===== src/rtl/core/bb3_pkg.sv =====
// Shared types, constants and helper functions of the 3x3 RGB box blur.
`timescale 1ns / 1ps

package bb3_pkg;

    // Frame geometry limits.
    localparam int MAX_WIDTH  = 1024;
    localparam int MAX_HEIGHT = 4096;

    localparam int COL_W   = $clog2(MAX_WIDTH);
    localparam int WID_W   = $clog2(MAX_WIDTH + 1);
    localparam int ROW_W   = $clog2(MAX_HEIGHT);
    localparam int HGT_W   = $clog2(MAX_HEIGHT + 1);
    // The input row runs up to two rows past the frame while results drain.
    localparam int INROW_W = $clog2(MAX_HEIGHT + 3);

    // Configuration register fields.
    localparam int CFG_IDX_W  = 2;
    localparam int CFG_DATA_W = 13;
    localparam int IMG_W_W    = 11;
    localparam int IMG_H_W    = 13;
    localparam int WCMP_W     = (WID_W > IMG_W_W) ? WID_W : IMG_W_W;
    localparam int HCMP_W     = (HGT_W > IMG_H_W) ? HGT_W : IMG_H_W;

    localparam logic [CFG_IDX_W-1:0] REG_IMAGE_WIDTH  = CFG_IDX_W'(0);
    localparam logic [CFG_IDX_W-1:0] REG_IMAGE_HEIGHT = CFG_IDX_W'(1);

    localparam logic [IMG_W_W-1:0] IMG_W_RESET = IMG_W_W'(640);
    localparam logic [IMG_H_W-1:0] IMG_H_RESET = IMG_H_W'(480);

    // Pixel and arithmetic widths.
    localparam int CH_W     = 8;
    localparam int NUM_CH   = 3;
    localparam int PIX_W    = NUM_CH * CH_W;
    localparam int ROWSUM_W = 10;
    localparam int SUM_W    = 12;
    localparam int NUM_W    = 13;
    localparam int CNT_W    = 4;
    localparam int RECIP_W  = 20;
    localparam int RECIP_SH = 20;
    localparam int PROD_W   = NUM_W + RECIP_W;

    // Commands from the controller to the datapath.
    typedef struct packed {
        logic             rd_en;
        logic             pix_ld;
        logic             pix_zero;
        logic             shift;
        logic             clr_win;
        logic             sum1;
        logic             sum2;
        logic             div;
        logic             load_out;
        logic             frame_end;
        logic             col_lo;
        logic             col_hi;
        logic             row_lo;
        logic             row_hi;
        logic [COL_W-1:0] addr;
    } bb3_cmd_t;

    // Status from the datapath to the controller.
    typedef struct packed {
        logic out_full;
    } bb3_stat_t;

    // Channel idx of a packed pixel: 0 is red, 1 green, 2 blue.
    function automatic logic [CH_W-1:0] chan(input logic [PIX_W-1:0] pix, input int idx);
        return pix[PIX_W-1-idx*CH_W -: CH_W];
    endfunction

    // Reciprocal of 2*count scaled by 2^RECIP_SH and rounded up. The product with
    // any numerator below 2^NUM_W then gives the exact quotient after the shift.
    function automatic logic [RECIP_W-1:0] recip(input logic [CNT_W-1:0] cnt);
        logic [RECIP_W-1:0] m;
        case (cnt)
            CNT_W'(1): m = RECIP_W'(524288);
            CNT_W'(2): m = RECIP_W'(262144);
            CNT_W'(3): m = RECIP_W'(174763);
            CNT_W'(4): m = RECIP_W'(131072);
            CNT_W'(6): m = RECIP_W'(87382);
            CNT_W'(9): m = RECIP_W'(58255);
            default:   m = RECIP_W'(524288);
        endcase
        return m;
    endfunction

endpackage


===== src/rtl/core/bb3_ctrl.sv =====
// Controller of the box blur: sequencing state machine, positions and configuration.
`timescale 1ns / 1ps

module bb3_ctrl (
    input  logic                           aclk,
    input  logic                           aresetn,
    input  logic                           s_valid,
    output logic                           s_ready,
    input  logic                           s_cmd,
    input  logic                           cfg_valid,
    output logic                           cfg_ready,
    input  logic [bb3_pkg::CFG_IDX_W-1:0]  cfg_index,
    input  logic [bb3_pkg::CFG_DATA_W-1:0] cfg_data,
    output bb3_pkg::bb3_cmd_t              cmd_o,
    input  bb3_pkg::bb3_stat_t             stat_i
);

    import bb3_pkg::*;

    localparam logic [2:0] S_IDLE  = 3'd0;
    localparam logic [2:0] S_READ  = 3'd1;
    localparam logic [2:0] S_SHIFT = 3'd2;
    localparam logic [2:0] S_SUM1  = 3'd3;
    localparam logic [2:0] S_SUM2  = 3'd4;
    localparam logic [2:0] S_DIV   = 3'd5;
    localparam logic [2:0] S_OUT   = 3'd6;

    logic [2:0]         state_reg,   state_next;
    logic [IMG_W_W-1:0] img_w_reg,   img_w_next;
    logic [IMG_H_W-1:0] img_h_reg,   img_h_next;
    logic [COL_W-1:0]   in_col_reg,  in_col_next;
    logic [INROW_W-1:0] in_row_reg,  in_row_next;
    logic [COL_W-1:0]   out_col_reg, out_col_next;
    logic [ROW_W-1:0]   out_row_reg, out_row_next;
    logic               emit_reg,    emit_next;

    logic [WCMP_W-1:0]  w_ext;
    logic [HCMP_W-1:0]  h_ext;
    logic [WID_W-1:0]   eff_w;
    logic [HGT_W-1:0]   eff_h;
    logic               frame_done;
    logic               pos_ready;
    logic               col_last;
    logic               col_lo, col_hi, row_lo, row_hi;
    logic               cfg_wr;

    // Effective frame size, clamped to the supported range.
    always_comb begin
        w_ext = WCMP_W'(img_w_reg);
        h_ext = HCMP_W'(img_h_reg);
        if (w_ext == '0) begin
            eff_w = WID_W'(1);
        end else if (w_ext > WCMP_W'(MAX_WIDTH)) begin
            eff_w = WID_W'(MAX_WIDTH);
        end else begin
            eff_w = WID_W'(w_ext);
        end
        if (h_ext == '0) begin
            eff_h = HGT_W'(1);
        end else if (h_ext > HCMP_W'(MAX_HEIGHT)) begin
            eff_h = HGT_W'(MAX_HEIGHT);
        end else begin
            eff_h = HGT_W'(h_ext);
        end
    end

    assign frame_done = in_row_reg >= INROW_W'(eff_h);
    // A result is due once the input is one row and one pixel ahead of it.
    assign pos_ready  = (in_row_reg >= INROW_W'(2)) ||
                        ((in_row_reg == INROW_W'(1)) && (in_col_reg != '0));
    assign col_last   = (WID_W'(in_col_reg) + WID_W'(1)) >= eff_w;

    // Which neighbours of the next result lie inside the frame.
    assign col_lo = out_col_reg != '0;
    assign col_hi = (WID_W'(out_col_reg) + WID_W'(1)) < eff_w;
    assign row_lo = out_row_reg != '0;
    assign row_hi = (HGT_W'(out_row_reg) + HGT_W'(1)) < eff_h;

    assign cfg_ready = 1'b1;

    always_comb begin
        state_next   = state_reg;
        img_w_next   = img_w_reg;
        img_h_next   = img_h_reg;
        in_col_next  = in_col_reg;
        in_row_next  = in_row_reg;
        out_col_next = out_col_reg;
        out_row_next = out_row_reg;
        emit_next    = emit_reg;
        cfg_wr       = 1'b0;

        cmd_o        = '0;
        cmd_o.addr   = in_col_reg;
        cmd_o.col_lo = col_lo;
        cmd_o.col_hi = col_hi;
        cmd_o.row_lo = row_lo;
        cmd_o.row_hi = row_hi;

        s_ready = (state_reg == S_IDLE);

        if (cfg_valid) begin
            unique case (cfg_index)
                REG_IMAGE_WIDTH: begin
                    img_w_next = cfg_data[IMG_W_W-1:0];
                    cfg_wr     = 1'b1;
                end
                REG_IMAGE_HEIGHT: begin
                    img_h_next = cfg_data[IMG_H_W-1:0];
                    cfg_wr     = 1'b1;
                end
                default: ;
            endcase
        end

        unique case (state_reg)
            S_IDLE: begin
                // A drain before the frame is complete is dropped here.
                if (s_valid && (frame_done || !s_cmd)) begin
                    cmd_o.rd_en    = 1'b1;
                    cmd_o.pix_ld   = 1'b1;
                    cmd_o.pix_zero = frame_done;
                    emit_next      = pos_ready;
                    state_next     = S_READ;
                end
            end
            S_READ: begin
                state_next = S_SHIFT;
            end
            S_SHIFT: begin
                cmd_o.shift = 1'b1;
                if (col_last) begin
                    in_col_next = '0;
                    in_row_next = in_row_reg + INROW_W'(1);
                end else begin
                    in_col_next = in_col_reg + COL_W'(1);
                end
                state_next = emit_reg ? S_SUM1 : S_IDLE;
            end
            S_SUM1: begin
                cmd_o.sum1 = 1'b1;
                state_next = S_SUM2;
            end
            S_SUM2: begin
                cmd_o.sum2 = 1'b1;
                state_next = S_DIV;
            end
            S_DIV: begin
                cmd_o.div  = 1'b1;
                state_next = S_OUT;
            end
            S_OUT: begin
                if (!stat_i.out_full) begin
                    cmd_o.load_out  = 1'b1;
                    cmd_o.frame_end = !row_hi && !col_hi;
                    if (!row_hi && !col_hi) begin
                        // Last result of the frame: start over.
                        cmd_o.clr_win = 1'b1;
                        in_col_next   = '0;
                        in_row_next   = '0;
                        out_col_next  = '0;
                        out_row_next  = '0;
                    end else if (!col_hi) begin
                        out_col_next = '0;
                        out_row_next = out_row_reg + ROW_W'(1);
                    end else begin
                        out_col_next = out_col_reg + COL_W'(1);
                    end
                    state_next = S_IDLE;
                end
            end
            default: begin
                state_next = S_IDLE;
            end
        endcase

        // A register write restarts the frame; the line stores keep their data.
        if (cfg_wr) begin
            cmd_o.clr_win = 1'b1;
            in_col_next   = '0;
            in_row_next   = '0;
            out_col_next  = '0;
            out_row_next  = '0;
        end
    end

    always_ff @(posedge aclk) begin
        if (!aresetn) begin
            state_reg   <= S_IDLE;
            img_w_reg   <= IMG_W_RESET;
            img_h_reg   <= IMG_H_RESET;
            in_col_reg  <= '0;
            in_row_reg  <= '0;
            out_col_reg <= '0;
            out_row_reg <= '0;
            emit_reg    <= 1'b0;
        end else begin
            state_reg   <= state_next;
            img_w_reg   <= img_w_next;
            img_h_reg   <= img_h_next;
            in_col_reg  <= in_col_next;
            in_row_reg  <= in_row_next;
            out_col_reg <= out_col_next;
            out_row_reg <= out_row_next;
            emit_reg    <= emit_next;
        end
    end

endmodule


===== config.mk =====
export PLATFORM = sky130hd
export DESIGN_NAME = bb3_ctrl
export DESIGN_NICKNAME = d
export VERILOG_FILES = /design/src/rtl/core/bb3_pkg.sv /design/src/rtl/core/bb3_ctrl.sv
export SDC_FILE = /design/constraint.sdc
export NUM_CORES = 1
export LEC_CHECK = 0
export ABC_AREA = 1
export CAP_MARGIN = 25
export CORE_MARGIN = 2
export CORE_UTILIZATION = 25
export CTS_BUF_LIST = sky130_fd_sc_hd__clkbuf_2 sky130_fd_sc_hd__clkbuf_4 sky130_fd_sc_hd__clkbuf_8
export CTS_CLUSTER_DIAMETER = 120
export CTS_CLUSTER_SIZE = 40
export DETAILED_ROUTE_END_ITERATION = 12
export DONT_BUFFER_PORTS = 1
export HOLD_SLACK_MARGIN = 0.02
export PLACE_DENSITY = 0.43
export RECOVER_POWER = 100
export SYNTH_ARGS = -nofsm -noshare
export SYNTH_HDL_FRONTEND = slang
export SYNTH_SLANG_ARGS = --single-unit
export TNS_END_PERCENT = 100

===== constraint.sdc =====
create_clock -name aclk -period 2.9 [get_ports aclk]
set_clock_uncertainty 0.15 [all_clocks]
set_input_delay 0.145 -clock aclk [delete_from_list [all_inputs] [get_ports aclk]]
set_output_delay 0.145 -clock aclk [all_outputs]
set_load 0.1 [all_outputs]

==> Flow_metrics.wiki <==
{| class="wikitable"
! Metric !! Value
|-
| Total Nets Final || 997
|-
| Cell depth of the worst setup path || 14
|-
| Cell total after placement || 1,104
|-
| Max-slew violations || 0
|-
| Max-cap viol count || 0
|-
| Worst vdd ir || 195 uV
|-
| Violations in the final reports || setup timing
|-
| Comb power frac || 0.253
|-
| Total Die Area || approximately 0.022 mm^2
|-
| Root Buffer || clkbuf_8
|-
| Skew-Pair Late Insertion Delay || about 0.37 ns
|-
| Slowest Stage Delay on Critical Path || 0.37 ns
|-
| Number of instances in the synthesized netlist || 769
|-
| Slew at the pin with the worst max-slew slack || 1.27 ns
|-
| Routability cong. || 0.807
|-
| Result of the run || finished, violations left
|-
| Number of nets still failing antenna checks after routing || 0
|-
| Via count normalized by instance count || 4.48
|-
| Clock-pin slew on the worst setup and hold paths || 0.08 ns
|-
| Number of buffers added by the clock tree synthesis step || 9
|-
| Static Leakage || between 3 and 4 nW
|-
| Final setup violation count || 41
|-
| Number of port buffers || 0
|-
| Path depth of the worst reg2reg path || 22
|-
| Most repeated cell in the gate-level netlist after synthesis || nand2_1
|-
| Number of clock sinks || 73
|-
| Aggregate routed wire length || 16,700 um
|-
| Global-route wire length before repair || roughly 27,000 um
|-
| Setup repair after global routing missed its margin || true
|-
| Portion of the clock cycle consumed by the worst path in the final layout || 1.10
|-
| Yosys warns || 0
|-
| Leading register cell type out of synthesis || dfxtp_1
|-
| Worst-path cell chain || ha_4 > nand3_4 > nor3_4 > nand3_2 > nor3_2 > xor2_1 > ha_1 > a21oi_2 > o21ai_2 > a21oi_2 > nand2_4 > nand3_4 > clkinvlp_4 > buf_12
|-
| Worst Setup Start Kind || register
|-
| Horizontal extent of the die || 148 um
|-
| Drt first pass iters || 4
|-
| Post-synthesis net count || 845
|-
| Post-synth EDFFs || 0
|-
| Vias in the first global route || about 5,200
|-
| Maximum fanout along the worst path || 3
|-
| CP top delay family || simple AND/OR/NAND/NOR gates
|-
| Cell accounting for the most synthesized area || dfxtp_1
|-
| Kind of path behind the tightest hold check || input port to register
|-
| RR Startpoint || out_row_reg[1]$_SDFFE_PP0P_
|-
| Die Span Y || approximately 150 um
|-
| Gr usage total || 0.154
|-
| Achievable clock frequency || 315 MHz
|-
| Maximum number of pins on one net before global-route repair || 23
|-
| Number of standard cells in the layout, taps in and fillers out || 1,197
|-
| Fin crit period || 3.18 ns
|-
| Remaining global-route overflow || 0
|-
| Vias || between 5,000 and 6,000
|-
| Standard cell core area || 0.0203 mm^2
|-
| Switching power summed over all nets || 0.000863 W
|-
| Final Worst Setup Slack || -0.278 ns
|-
| Critical Path Start || out_row_reg[0]$_SDFFE_PP0P_
|-
| Clock tree from TritonCTS || done
|-
| Count of routing violations after the opening detailed-route iteration || between 200 and 300
|-
| Switching power share of the total || 0.352
|-
| Startpoint-to-endpoint class of the critical path || register to primary output
|-
| Relative slew slack || 0.156
|-
| Layout-stage area growth over the synthesis result || 47.5%
|-
| Number of distinct library cells after synthesis || 39
|-
| Longest Clk Path Bufs || 2
|-
| HPWL after detailed placement || 12,300 um
|-
| H-tree depth || 3
|-
| Starting utilization of the core area || 0.256
|-
| Worst endpoint data arrival time || roughly 2.9 ns
|-
| Worst reg-to-reg setup slack || -0.27 ns
|-
| Cell count of the worst hold path || 3
|-
| Hold Path Origin || aresetn
|-
| Fill cell instance count of the final layout || ~2,200
|-
| Fraction of final layout cells with drive strength greater than 1 || 0.323
|-
| Area of combinational cells with multiple inputs || 0.00397 mm^2
|-
| Share of async-settable or async-resettable flops after synthesis || 0
|-
| Internal cell power || 0.00159 W
|-
| Register area || 0.00151 mm^2
|-
| Count of final hold-check violations || 0
|-
| DRC violation count after routing || 0
|-
| Share of the yosys chip area belonging to registers || 0.281
|-
| Area of the mapped netlist || 0.00520 mm^2
|-
| Portion of synthesized cell area occupied by the leading cell type || 0.281
|-
| Total power after layout || 0.00245 W
|-
| Post-synthesis sequential element count || 73
|-
| Mean cell area of the mapped netlist || around 6.8 um^2
|-
| Initial antenna violation count || 1
|-
| Top-Level Pins || 47
|-
| Clock group share of total power || 0.316
|-
| Number of standard-cell rows in the floorplan || 52
|-
| Setup Slack @ Placement || -0.130 ns
|-
| Routed wirelength normalized by instance count || between 10 and 15 um
|-
| Top cell types by occurrence after synthesis || nand2_1, nor2_1, inv_1, dfxtp_1, a21oi_1
|-
| Cells taking the most area after synthesis || dfxtp_1, nand2_1, ha_1
|-
| Cell with the largest stage delay on the worst path || dfxtp_4
|-
| Buffers and inverters on the worst path || 2
|-
| Endpoint type of the worst setup path || primary output
|-
| Pwr Density || 319 mW/mm^2
|-
| Sequential group share of total power || 0.431
|-
| Required time at the endpoint of the critical path || 2.61 ns
|}
==> power groups by stage <==
stage | Clock [W] | Sequential [W] | Combinational, W
floorplan | 0 | 0.00114 | 0.000341
global placement | 0 | 0.00108 | 0.000537
detailed placement | 0 | 0.00108 | 0.000536
CTS | 0.000804 | 0.00106 | 0.000608
global route | 0.000851 | 0.00106 | 0.000676
finish | 0.000775 | 0.00106 | 0.000619
==> repair_timing <==
item                                    in CTS  in global routing
hold endpoints to repair                    28                  1
cloned                                       3                  0
endpoints found under the setup margin      28                 52
pin swaps                                   43                 26
hold buffers                                22                  1
resized for setup                           75                 46
setup buffers                               43                 11
==> routing by layer <==
layer,vias to the layer above,GRT usage,part of all wire
li1,2807,-,-
met1,2462,0.218,0.51
met2,77,0.244,0.44
met3,16,0.0221,0.031
met4,0,0.0486,0.016
met5,-,0,0
==> stage by stage <==
step / area, um^2 / setup TNS, ns / hold WS (ns) / util
after floorplan: 5510 / -0.514 / 0.108 / -
after global placement: 6510 / -2.72 / 0.0827 / 0.321
after detailed placement: 6510 / -2.25 / 0.0858 / 0.321
after CTS: 7490 / -4.57 / 0.0245 / 0.369
after global routing: 7680 / -12.89 / 0.0383 / 0.378
final: 7680 / -4.67 / 0.0420 / 0.378
==> final timing paths <==
kind / endpoint
setup / recovery: cmd_o[14]
hold / removal: out_row_reg[5]$_SDFFE_PP0P_
setup reg to reg: out_row_reg[11]$_SDFFE_PP0P_
hold reg to reg: img_w_reg[0]$_SDFFE_PN0P_
==> logic make-up (layout without fill, tap and decap cells) <==
family / Yosys count / after routing / share of synthesized area
AND/OR/NAND/NOR: 411 / 414 / 0.357
AO/OA/AOI/OAI: 101 / 101 / 0.103
flip-flops: 73 / 73 / 0.281
adder cells (fa/ha/maj): 55 / 55 / 0.132
buffers and inverters: 102 / 256 / 0.0827
other: 1 / 2 / 0.000721
XOR/XNOR: 26 / 26 / 0.0438
==> area by class of cell <==
| cell class | count | area share |
|---|---|---|
| clock buffer | 12 | 0.0199 |
| timing repair buffer | 160 | 0.178 |
| multi-input combinational | 597 | 0.517 |
| antenna | 1 | 0.000326 |
| inverter | 80 | 0.0407 |
| clock inverter | 4 | 0.00261 |
| tap | 270 | 0.0440 |
| sequential | 73 | 0.197 |
==> worst min-delay path, cell delays in order <==
cell     delay, ns
nand2_1       0.05
buf_4         0.21
a21oi_2       0.12
==> layout by cell type (no fill, tap or decap), drive strengths merged, types with 30 or more instances in the layout <==
master,n
nor2,106
ha,55
dfxtp,73
clkbuf,30
inv,77
a21oi,62
nand2,209
o21ai,31
nand3,53
buf,119
Power figures use the tool's default switching activity.
